--- config.mk ---
export PLATFORM = sky130hd
export DESIGN_NAME = sorted_key_accumulate_table_core_flat
export DESIGN_NICKNAME = d
export VERILOG_FILES = /design/src/rtl/sktab_pkg.sv /design/src/rtl/sktab_if.sv /design/src/rtl/sorted_key_accumulate_table_core.sv /design/src/rtl/sktab_mem.sv /design/src/flat_wrapper.sv
export SDC_FILE = /design/constraint.sdc
export NUM_CORES = 2
export LEC_CHECK = 0
export BUFFER_PORTS_ARGS = -buffer_cell sky130_fd_sc_hd__buf_2
export CORE_MARGIN = 4
export CORE_UTILIZATION = 31
export DETAILED_ROUTE_END_ITERATION = 8
export GPL_TIMING_DRIVEN = 0
export PLACE_DENSITY_LB_ADDON = 0.1
export SYNTH_ARGS = -nofsm -noshare
export SYNTH_HDL_FRONTEND = slang
export SYNTH_SLANG_ARGS = --single-unit
--- constraint.sdc ---
create_clock -name clk -period 10.11 [get_ports clk]
set_input_delay 0.5055 -clock clk [delete_from_list [all_inputs] [get_ports clk]]
set_output_delay 0.5055 -clock clk [all_outputs]
set_load 0.02 [all_outputs]
--- src/rtl/sktab_pkg.sv ---
// ----------------------------------------------------------------------------
// sktab_pkg
// Shared types and codes for the sorted key/count accumulation table.
// ----------------------------------------------------------------------------
package sktab_pkg;

  // command codes
  localparam logic CMD_ACC  = 1'b0;
  localparam logic CMD_READ = 1'b1;

  // status codes
  localparam logic [1:0] ST_OK    = 2'd0;
  localparam logic [1:0] ST_FULL  = 2'd1;
  localparam logic [1:0] ST_RANGE = 2'd2;

  // one stored table entry
  typedef struct packed {
    logic [15:0] key;
    logic [31:0] total;
  } entry_t;

  // one result word
  typedef struct packed {
    logic [5:0]  position;
    logic [15:0] entry_key;
    logic [31:0] entry_total;
    logic        was_inserted;
    logic [1:0]  status;
    logic [6:0]  entries_used;
  } res_t;

  typedef enum logic [2:0] {
    S_IDLE,
    S_RD_WAIT,
    S_PROBE,
    S_PROBE_WAIT,
    S_SHIFT,
    S_INSERT,
    S_EMIT
  } state_t;

endpackage

--- src/rtl/sktab_if.sv ---
// ----------------------------------------------------------------------------
// sktab_in_if / sktab_out_if
// Valid/ready channels for command words and result words.
// ----------------------------------------------------------------------------
interface sktab_in_if;
  logic        valid;
  logic        ready;
  logic        command;
  logic [15:0] key;
  logic [15:0] amount;
  logic [5:0]  read_index;

  modport source (output valid, command, key, amount, read_index, input ready);
  modport sink   (input valid, command, key, amount, read_index, output ready);
endinterface

interface sktab_out_if;
  logic        valid;
  logic        ready;
  logic [5:0]  position;
  logic [15:0] entry_key;
  logic [31:0] entry_total;
  logic        was_inserted;
  logic [1:0]  status;
  logic [6:0]  entries_used;

  modport source (output valid, position, entry_key, entry_total, was_inserted, status,
                  entries_used, input ready);
  modport sink   (input valid, position, entry_key, entry_total, was_inserted, status,
                  entries_used, output ready);
endinterface

--- src/rtl/sorted_key_accumulate_table_core.sv ---
// ----------------------------------------------------------------------------
// sorted_key_accumulate_table_core
// Key/count table kept in ascending key order in one entry memory.
// ----------------------------------------------------------------------------
//
//   channel | dir | payload                                         | handshake
//   --------+-----+-------------------------------------------------+----------
//   in_ch   | in  | command, key, amount, read_index                | valid/ready
//   out_ch  | out | position, entry_key, entry_total, was_inserted, | valid/ready
//           |     | status, entries_used                            |
//
// A read in range waits for the registered memory read; a read out of range
// answers without a memory read. An accumulate first runs a binary search of
// at most ceil(log2(n+1)) steps, n being the entries stored, then adds into
// the found entry (saturating), reports a full table, or shifts the entries
// from the insert position up one place and writes the new entry there.
// The insert shift moves one entry per cycle through the single write port of
// the entry memory; each search step costs a memory read plus a compare.
// Reset (rst_n low, synchronous) empties the table; no clearing pass, since
// only entries below the fill count are ever read.
// One word is in work at a time. A finished result sits in the output
// register, so a stalled out_ch holds only the result hand-off state.
// ----------------------------------------------------------------------------
module sorted_key_accumulate_table_core #(
  parameter int TABLE_DEPTH = 64
) (
  input  logic              clk,
  input  logic              rst_n,
  sktab_in_if.sink          in_ch,
  sktab_out_if.source       out_ch
);

  localparam int AW = $clog2(TABLE_DEPTH);       // memory address bits
  localparam int CW = $clog2(TABLE_DEPTH + 1);   // fill count bits
  localparam int RW = (CW > 6) ? CW : 6;         // read index compare width

  // --------------------------------------------------------------------------
  // Registers
  // --------------------------------------------------------------------------
  sktab_pkg::state_t state_r, state_nxt;
  logic [CW-1:0]     count_r, count_nxt;       // entries in use
  logic [15:0]       key_r, key_nxt;
  logic [15:0]       amt_r, amt_nxt;
  logic [CW-1:0]     lo_r, lo_nxt;             // search low bound / result position
  logic [CW-1:0]     hi_r, hi_nxt;             // search high bound
  logic [CW-1:0]     mid_r, mid_nxt;           // address under probe
  logic              hit_r, hit_nxt;           // key seen during search
  logic [31:0]       hit_tot_r, hit_tot_nxt;   // its stored count
  logic [CW-1:0]     dst_r, dst_nxt;           // next shift destination
  logic              pend_r, pend_nxt;         // shift read in flight
  logic [AW-1:0]     pend_addr_r, pend_addr_nxt;
  sktab_pkg::res_t   res_r, res_nxt;           // result waiting for output reg
  logic              out_valid_r, out_valid_nxt;
  sktab_pkg::res_t   out_res_r, out_res_nxt;

  // memory port
  logic              mem_we;
  logic [AW-1:0]     mem_waddr;
  sktab_pkg::entry_t mem_wdata;
  logic [AW-1:0]     mem_raddr;
  sktab_pkg::entry_t mem_rdata;

  // helpers
  logic              in_fire;
  logic [RW-1:0]     ridx_ext;
  logic [RW-1:0]     cnt_ext;
  logic [CW:0]       mid_sum;
  logic [32:0]       acc_sum;
  logic [31:0]       acc_sat;

  sktab_mem #(
    .DEPTH (TABLE_DEPTH),
    .AW    (AW)
  ) u_mem (
    .clk   (clk),
    .we    (mem_we),
    .waddr (mem_waddr),
    .wdata (mem_wdata),
    .raddr (mem_raddr),
    .rdata (mem_rdata)
  );

  assign in_ch.ready = (state_r == sktab_pkg::S_IDLE);
  assign in_fire     = in_ch.valid && in_ch.ready;

  assign ridx_ext = RW'(in_ch.read_index);
  assign cnt_ext  = RW'(count_r);
  assign mid_sum  = {1'b0, lo_r} + {1'b0, hi_r};

  // saturating accumulate on a found key
  assign acc_sum = {1'b0, hit_tot_r} + {17'b0, amt_r};
  assign acc_sat = acc_sum[32] ? 32'hFFFF_FFFF : acc_sum[31:0];

  // --------------------------------------------------------------------------
  // Control: next state, memory port, result
  // Shift reads address d-1 while writing d+1, and probes never overlap a
  // write, so no read/write collision needs forwarding.
  // --------------------------------------------------------------------------
  always_comb begin
    state_nxt     = state_r;
    count_nxt     = count_r;
    key_nxt       = key_r;
    amt_nxt       = amt_r;
    lo_nxt        = lo_r;
    hi_nxt        = hi_r;
    mid_nxt       = mid_r;
    hit_nxt       = hit_r;
    hit_tot_nxt   = hit_tot_r;
    dst_nxt       = dst_r;
    pend_nxt      = pend_r;
    pend_addr_nxt = pend_addr_r;
    res_nxt       = res_r;
    out_valid_nxt = out_valid_r;
    out_res_nxt   = out_res_r;

    mem_we    = 1'b0;
    mem_waddr = pend_addr_r;
    mem_wdata = mem_rdata;
    mem_raddr = '0;

    // output register drains independently of the work in progress
    if (out_valid_r && out_ch.ready) begin
      out_valid_nxt = 1'b0;
    end

    case (state_r)
      sktab_pkg::S_IDLE: begin
        if (in_fire) begin
          key_nxt = in_ch.key;
          amt_nxt = in_ch.amount;
          if (in_ch.command == sktab_pkg::CMD_READ) begin
            if (ridx_ext >= cnt_ext) begin
              res_nxt   = '{6'd0, 16'd0, 32'd0, 1'b0, sktab_pkg::ST_RANGE, 7'(count_r)};
              state_nxt = sktab_pkg::S_EMIT;
            end else begin
              mem_raddr = ridx_ext[AW-1:0];
              lo_nxt    = ridx_ext[CW-1:0];
              state_nxt = sktab_pkg::S_RD_WAIT;
            end
          end else begin
            lo_nxt    = '0;
            hi_nxt    = count_r;
            hit_nxt   = 1'b0;
            state_nxt = sktab_pkg::S_PROBE;
          end
        end
      end

      sktab_pkg::S_RD_WAIT: begin
        res_nxt   = '{6'(lo_r), mem_rdata.key, mem_rdata.total, 1'b0,
                      sktab_pkg::ST_OK, 7'(count_r)};
        state_nxt = sktab_pkg::S_EMIT;
      end

      sktab_pkg::S_PROBE: begin
        if (lo_r < hi_r) begin
          mid_nxt   = mid_sum[CW:1];
          mem_raddr = mid_sum[AW:1];
          state_nxt = sktab_pkg::S_PROBE_WAIT;
        end else if (hit_r) begin
          // first key not below the search key is the match
          mem_we    = 1'b1;
          mem_waddr = lo_r[AW-1:0];
          mem_wdata = '{key_r, acc_sat};
          res_nxt   = '{6'(lo_r), key_r, acc_sat, 1'b0, sktab_pkg::ST_OK, 7'(count_r)};
          state_nxt = sktab_pkg::S_EMIT;
        end else if (count_r == CW'(TABLE_DEPTH)) begin
          res_nxt   = '{6'd0, 16'd0, 32'd0, 1'b0, sktab_pkg::ST_FULL, 7'(count_r)};
          state_nxt = sktab_pkg::S_EMIT;
        end else begin
          dst_nxt   = count_r;
          pend_nxt  = 1'b0;
          state_nxt = sktab_pkg::S_SHIFT;
        end
      end

      sktab_pkg::S_PROBE_WAIT: begin
        if (mem_rdata.key < key_r) begin
          lo_nxt = mid_r + CW'(1);
        end else begin
          hi_nxt = mid_r;
        end
        if (mem_rdata.key == key_r) begin
          hit_nxt     = 1'b1;
          hit_tot_nxt = mem_rdata.total;
        end
        state_nxt = sktab_pkg::S_PROBE;
      end

      sktab_pkg::S_SHIFT: begin
        // write back the entry read last cycle one place up
        if (pend_r) begin
          mem_we    = 1'b1;
          mem_waddr = pend_addr_r;
          mem_wdata = mem_rdata;
        end
        if (dst_r > lo_r) begin
          mem_raddr     = AW'(dst_r - CW'(1));
          pend_nxt      = 1'b1;
          pend_addr_nxt = dst_r[AW-1:0];
          dst_nxt       = dst_r - CW'(1);
        end else begin
          pend_nxt  = 1'b0;
          state_nxt = sktab_pkg::S_INSERT;
        end
      end

      sktab_pkg::S_INSERT: begin
        mem_we    = 1'b1;
        mem_waddr = lo_r[AW-1:0];
        mem_wdata = '{key_r, {16'd0, amt_r}};
        count_nxt = count_r + CW'(1);
        res_nxt   = '{6'(lo_r), key_r, {16'd0, amt_r}, 1'b1, sktab_pkg::ST_OK,
                      7'(count_r + CW'(1))};
        state_nxt = sktab_pkg::S_EMIT;
      end

      sktab_pkg::S_EMIT: begin
        if (!out_valid_r || out_ch.ready) begin
          out_valid_nxt = 1'b1;
          out_res_nxt   = res_r;
          state_nxt     = sktab_pkg::S_IDLE;
        end
      end

      default: begin
        state_nxt = sktab_pkg::S_IDLE;
      end
    endcase
  end

  // --------------------------------------------------------------------------
  // State registers
  // --------------------------------------------------------------------------
  always_ff @(posedge clk) begin
    if (!rst_n) begin
      state_r     <= sktab_pkg::S_IDLE;
      count_r     <= '0;
      hit_r       <= 1'b0;
      pend_r      <= 1'b0;
      out_valid_r <= 1'b0;
    end else begin
      state_r     <= state_nxt;
      count_r     <= count_nxt;
      hit_r       <= hit_nxt;
      pend_r      <= pend_nxt;
      out_valid_r <= out_valid_nxt;
    end
  end

  // payload, no reset
  always_ff @(posedge clk) begin
    key_r       <= key_nxt;
    amt_r       <= amt_nxt;
    lo_r        <= lo_nxt;
    hi_r        <= hi_nxt;
    mid_r       <= mid_nxt;
    hit_tot_r   <= hit_tot_nxt;
    dst_r       <= dst_nxt;
    pend_addr_r <= pend_addr_nxt;
    res_r       <= res_nxt;
    out_res_r   <= out_res_nxt;
  end

  // --------------------------------------------------------------------------
  // Output channel
  // --------------------------------------------------------------------------
  assign out_ch.valid        = out_valid_r;
  assign out_ch.position     = out_res_r.position;
  assign out_ch.entry_key    = out_res_r.entry_key;
  assign out_ch.entry_total  = out_res_r.entry_total;
  assign out_ch.was_inserted = out_res_r.was_inserted;
  assign out_ch.status       = out_res_r.status;
  assign out_ch.entries_used = out_res_r.entries_used;

  // --------------------------------------------------------------------------
  // Assertions
  // --------------------------------------------------------------------------
  a_count_bound: assert property (@(posedge clk) disable iff (!rst_n)
    count_r <= CW'(TABLE_DEPTH))
    else $error("fill count beyond table depth");

  a_search_bounds: assert property (@(posedge clk) disable iff (!rst_n)
    (state_r == sktab_pkg::S_PROBE) |-> (lo_r <= hi_r) && (hi_r <= count_r))
    else $error("search bounds out of order");

  a_insert_grows: assert property (@(posedge clk) disable iff (!rst_n)
    (state_r == sktab_pkg::S_INSERT) |=> (count_r == $past(count_r) + CW'(1)))
    else $error("insert did not grow the table by one");

  a_shift_below_count: assert property (@(posedge clk) disable iff (!rst_n)
    (state_r == sktab_pkg::S_SHIFT) |-> (dst_r <= count_r) && (count_r < CW'(TABLE_DEPTH)))
    else $error("shift outside the stored entries");

endmodule

--- src/rtl/sktab_mem.sv ---
// ----------------------------------------------------------------------------
// sktab_mem
// Entry memory: one write port, one read port, registered read data.
// ----------------------------------------------------------------------------
module sktab_mem #(
  parameter int DEPTH = 64,
  parameter int AW    = 6
) (
  input  logic                  clk,
  input  logic                  we,
  input  logic [AW-1:0]         waddr,
  input  sktab_pkg::entry_t     wdata,
  input  logic [AW-1:0]         raddr,
  output sktab_pkg::entry_t     rdata
);

  sktab_pkg::entry_t mem [DEPTH];

  always_ff @(posedge clk) begin
    if (we) begin
      mem[waddr] <= wdata;
    end
  end

  always_ff @(posedge clk) begin
    rdata <= mem[raddr];
  end

endmodule
--- src/flat_wrapper.sv ---
// flat-port wrapper written by rule: the top's interface ports become plain ports
module sorted_key_accumulate_table_core_flat 
#(
  parameter int TABLE_DEPTH = 64
)
  (clk, rst_n, in_ch_valid, in_ch_command, in_ch_key, in_ch_amount, in_ch_read_index, in_ch_ready, out_ch_valid, out_ch_position, out_ch_entry_key, out_ch_entry_total, out_ch_was_inserted, out_ch_status, out_ch_entries_used, out_ch_ready);
  sktab_in_if in_ch_i ();
  sktab_out_if out_ch_i ();
  input  logic clk;
  input  logic rst_n;
  input wire logic [$bits(in_ch_i.valid)-1:0] in_ch_valid;
  input wire logic [$bits(in_ch_i.command)-1:0] in_ch_command;
  input wire logic [$bits(in_ch_i.key)-1:0] in_ch_key;
  input wire logic [$bits(in_ch_i.amount)-1:0] in_ch_amount;
  input wire logic [$bits(in_ch_i.read_index)-1:0] in_ch_read_index;
  output wire logic [$bits(in_ch_i.ready)-1:0] in_ch_ready;
  output wire logic [$bits(out_ch_i.valid)-1:0] out_ch_valid;
  output wire logic [$bits(out_ch_i.position)-1:0] out_ch_position;
  output wire logic [$bits(out_ch_i.entry_key)-1:0] out_ch_entry_key;
  output wire logic [$bits(out_ch_i.entry_total)-1:0] out_ch_entry_total;
  output wire logic [$bits(out_ch_i.was_inserted)-1:0] out_ch_was_inserted;
  output wire logic [$bits(out_ch_i.status)-1:0] out_ch_status;
  output wire logic [$bits(out_ch_i.entries_used)-1:0] out_ch_entries_used;
  input wire logic [$bits(out_ch_i.ready)-1:0] out_ch_ready;
  assign in_ch_i.valid = in_ch_valid;
  assign in_ch_i.command = in_ch_command;
  assign in_ch_i.key = in_ch_key;
  assign in_ch_i.amount = in_ch_amount;
  assign in_ch_i.read_index = in_ch_read_index;
  assign in_ch_ready = in_ch_i.ready;
  assign out_ch_valid = out_ch_i.valid;
  assign out_ch_position = out_ch_i.position;
  assign out_ch_entry_key = out_ch_i.entry_key;
  assign out_ch_entry_total = out_ch_i.entry_total;
  assign out_ch_was_inserted = out_ch_i.was_inserted;
  assign out_ch_status = out_ch_i.status;
  assign out_ch_entries_used = out_ch_i.entries_used;
  assign out_ch_i.ready = out_ch_ready;
  sorted_key_accumulate_table_core #(.TABLE_DEPTH(TABLE_DEPTH)) u_core (.clk(clk), .rst_n(rst_n), .in_ch(in_ch_i), .out_ch(out_ch_i));
endmodule
==> metrics.txt <==
# TYPE chip_impl_metric gauge
chip_impl_info{name="run_status",value="finished, violations left"} 1
chip_impl_info{name="failing_checks",value="max-capacitance violations, max-slew violations"} 1
chip_impl_metric{name="post_drt_via_cell_ratio",unit=""} 5.60
chip_impl_metric{name="placement_rows",unit=""} 238
chip_impl_metric{name="tightest_slew",unit="ns"} 1.62
chip_impl_info{name="holdCritPathClass",value="input pin to flip-flop"} 1
chip_impl_metric{name="synth.yosys.seq_area_share",unit="%"} 76.8
chip_impl_metric{name="fp.dieW",unit="um"} 657
chip_impl_metric{name="die-height",unit="um"} 657
chip_impl_metric{name="pre_cts_ws",unit="ns"} 2.25
chip_impl_metric{name="coreArea",unit="um^2"} 420000
chip_impl_metric{name="hold_violations",unit=""} 0
chip_impl_metric{name="start_util",unit="%"} 31.1
chip_impl_info{name="timing.critical_path.to_type",value="flip-flop"} 1
chip_impl_metric{name="required_time_worst_endpoint",unit="ns"} 10.95
chip_impl_metric{name="peakVddDrop",unit="mV"} 0.187
chip_impl_metric{name="filler_cell_count",unit=""} 38600
chip_impl_metric{name="htree_depth",unit=""} 5
chip_impl_metric{name="grt_antenna_before_repair",unit=""} 62
chip_impl_metric{name="setup_total_negative_slack",unit="ns"} 0
chip_impl_metric{name="multi_input_comb_area",unit="um^2"} 29300
chip_impl_metric{name="dieArea",unit="um^2"} 432000
chip_impl_metric{name="dp_hpwl",unit="um"} 384000
chip_impl_info{name="grt_setup_unrepaired",value="false"} 1
chip_impl_metric{name="grt_pass1_wl",unit="um"} 698000
chip_impl_metric{name="port_buffers",unit=""} 108
chip_impl_metric{name="ant_nets",unit=""} 0
chip_impl_metric{name="cts_buffers",unit=""} 367
chip_impl_metric{name="ys_warn_count",unit=""} 0
chip_impl_info{name="synthFlopType",value="edfxtp_1"} 1
chip_impl_info{name="cp_cell_sequence",value="ha_1 > buf_2 > a211oi_1 > nor2_1 > a211oi_4 > nand2_1 > o221a_2 > clkbuf_1 > nor2_1 > buf_2 > clkbuf_1 > nand2_1 > o22ai_1 > a211o_1"} 1
chip_impl_metric{name="ys_seq_elements",unit=""} 3359
chip_impl_metric{name="synth.top_cell.area_share",unit="%"} 75.8
chip_impl_metric{name="finalPower",unit="mW"} 49.7
chip_impl_metric{name="detailedRoute.firstPassIterationCount",unit=""} 8
chip_impl_metric{name="crit_arrival",unit="ns"} 9.00
chip_impl_metric{name="critical_path_peak_fanout",unit=""} 10
chip_impl_info{name="crit_path_start_kind",value="flip-flop"} 1
chip_impl_metric{name="post_synth_num_cell_types",unit=""} 77
chip_impl_metric{name="worstPathBufferInverterCount",unit=""} 4
chip_impl_metric{name="final_core_util",unit="%"} 37.4
chip_impl_metric{name="final_design_area_no_fill",unit="um^2"} 157000
chip_impl_metric{name="finalSetupViolations",unit=""} 0
chip_impl_metric{name="netlist_area",unit="um^2"} 131000
chip_impl_metric{name="timing.critical_path.slowest_cell_delay",unit="ns"} 1.24
chip_impl_info{name="crit_family",value="compound AO/OA/AOI/OAI gates"} 1
chip_impl_metric{name="netlist_instances",unit=""} 6613
chip_impl_metric{name="timing.fmax",unit="MHz"} 123
chip_impl_metric{name="syn_nets",unit=""} 6719
chip_impl_metric{name="wirelength",unit="um"} 536000
chip_impl_metric{name="final.hold.worst_slack",unit="ns"} 0.110
chip_impl_metric{name="global_route.usage.total",unit="%"} 24.2
chip_impl_metric{name="clock_sinks",unit=""} 3359
chip_impl_metric{name="gp_congestion",unit=""} 0.891
chip_impl_metric{name="dr.first_iter.drc_count",unit=""} 10700
chip_impl_metric{name="layoutNonFillerInstCount",unit=""} 13300
chip_impl_metric{name="avgSynthCellArea",unit="um^2"} 19.8
chip_impl_metric{name="routed-via-count",unit=""} 74400
chip_impl_metric{name="average_wire_per_standard_cell",unit="um"} 40.3
chip_impl_metric{name="power.density",unit="nW/um^2"} 317
chip_impl_metric{name="placedCellCount",unit=""} 12500
chip_impl_metric{name="placed_area",unit="um^2"} 145000
chip_impl_metric{name="finalCriticalPeriod",unit="ns"} 8.16
chip_impl_metric{name="cts-resized-gates",unit=""} 0
chip_impl_info{name="mostFrequentLayoutCells",value="edfxtp_1, nand2_1, mux4_2"} 1
chip_impl_metric{name="maxSlewViolCount",unit=""} 36
chip_impl_metric{name="remaining_drc_errors",unit=""} 0
chip_impl_metric{name="worstSkewPairLatency",unit="ns"} 0.97
chip_impl_metric{name="power.static_leakage",unit="nW"} 50.3
chip_impl_metric{name="postSynth.asyncResetShare",unit="%"} 0
chip_impl_info{name="slowest_stage",value="o22ai_1"} 1
chip_impl_info{name="cts_root_buf",value="clkbuf_16"} 1
chip_impl_info{name="yosys.area.top_type",value="edfxtp_1"} 1
chip_impl_metric{name="top_level_port_count",unit=""} 109
chip_impl_metric{name="post_cts_setup_buffers",unit=""} 0
chip_impl_metric{name="grt_start_max_net_pins",unit=""} 65
chip_impl_metric{name="final_nets",unit=""} 7510
chip_impl_info{name="yosys-top-cells-area",value="edfxtp_1, mux4_2, nand2_1"} 1
chip_impl_metric{name="worst_setup_hold_path_clk_slew",unit="ns"} 0.06
chip_impl_metric{name="grt.overflow.total",unit=""} 0
chip_impl_metric{name="post_route_cells_drive_above_1_share",unit="%"} 25.4
chip_impl_metric{name="fin_worst_skew",unit="ns"} 0.0541
chip_impl_metric{name="maxCapViolations",unit=""} 6
chip_impl_metric{name="postLayoutSetupSlackWorst",unit="ns"} 1.95
chip_impl_metric{name="sequential_cell_area",unit="um^2"} 100000
chip_impl_info{name="layout.cells.most_common",value="edfxtp_1"} 1
chip_impl_metric{name="relSlewSlack",unit="%"} -8.07
chip_impl_metric{name="final_min_period_over_clock_period",unit="%"} 80.7
chip_impl_info{name="cts_tree",value="done"} 1
chip_impl_metric{name="cts-root-to-sink-buffers",unit=""} 4
chip_impl_metric{name="first_global_vias",unit=""} 72200
chip_impl_info{name="timing_worst_setup_path_type",value="flip-flop to flip-flop"} 1
chip_impl_metric{name="edff_count_synth",unit=""} 3298
chip_impl_metric{name="flow.area_growth_from_synthesis",unit="%"} 20.1
-- kinds of logic (layout without fill, tap and decap cells) --
| group | count (synthesis) | in the layout | synth area share, % |
|---|---|---|---|
| AOI/OAI and AO/OA | 645 | 645 | 3.54 |
| adders and majority gates | 63 | 63 | 0.615 |
| other | 0 | 88 | 0 |
| xor gates and xnor gates | 45 | 45 | 0.302 |
| and+or+nand+nor | 1217 | 1217 | 3.96 |
| muxes | 868 | 868 | 13.3 |
| DFF | 3359 | 3359 | 76.8 |
| buffers and inverters | 416 | 1495 | 1.54 |
-- synthesized netlist by cell type, drive strengths merged (28+ instances only) --
master / number
edfxtp: 3298
nand2: 737
mux4: 691
buf: 235
nor2: 167
mux2i: 166
nand3: 159
clkbuf: 120
a31oi: 114
o21ai: 93
a21oi: 90
dfxtp: 61
ha: 61
inv: 61
a22o: 46
a32oi: 41
and3: 40
a32o: 38
nand4: 31
xnor2: 30
o22ai: 29
a221o: 28
-- layer usage --
metal / up-vias / wire, um / track usage (%)
met4: 12 / 27200 / 10.9
met3: 788 / 40500 / 3.65
met5: - / 170 / 0
li1: 28800 / - / -
met2: 3849 / 246000 / 37.7
met1: 40900 / 222000 / 33.5
-- state kept, by name, summed over array words and instances, names as in the netlist, 7 cells and up --
register	flops
u_core.amt_r	16
u_core.key_r	16
u_core.out_ch.entries_used	7
u_core.res_r	64
u_core.out_ch.entry_key	16
u_core.out_ch.entry_total	32
u_core.mid_r	7
u_core.lo_r	7
u_core.dst_r	7
u_core.cnt_ext	7
u_core.hi_r	7
u_core.hit_tot_r	32
u_core.u_mem.mem	3072
u_core.u_mem.rdata	48
-- repair_timing --
action                                 in CTS  in global routing
endpoints found under the hold margin      48                  0
hold buffers                               38                  0
setup endpoints to repair                   0                  0
-- worst min-delay path: cells and delay by family --
family | cells | cell delay, ns
AO/OA/AOI/OAI | 3 | 0.28
buffers and inverters | 2 | 0.20
-- power breakdown --
group | switching (mW) | internal (mW)
logic | 13.3 | 5.08
clock network | 5.66 | 7.47
registers | 0.297 | 17.9
total | 19.3 | 30.4
-- layout make-up --
| type | count | area share [%] |
|---|---|---|
| antenna | 88 | 0.140 |
| buffer | 355 | 1.16 |
| clock buffer | 474 | 6.32 |
| clock inverter | 183 | 1.01 |
| inverter | 61 | 0.146 |
| multi-input combinational | 2838 | 18.7 |
| sequential | 3359 | 63.9 |
| tap | 5520 | 4.40 |
| timing repair buffer | 422 | 4.20 |
-- worst paths after layout --
check	start	to	slack (ns)	cells after the start
setup / recovery	u_core.lo_r[4]	u_core.u_mem.rdata[37]	1.95	14
hold / removal	in_ch_valid	u_core.state_r[2]	0.11	5
setup reg to reg	u_core.lo_r[4]	u_core.u_mem.rdata[37]	1.95	14
hold reg to reg	u_core.res_r[62]	u_core.out_ch.position[4]	0.41	0
No activity file was read; power rests on OpenSTA's default activity.
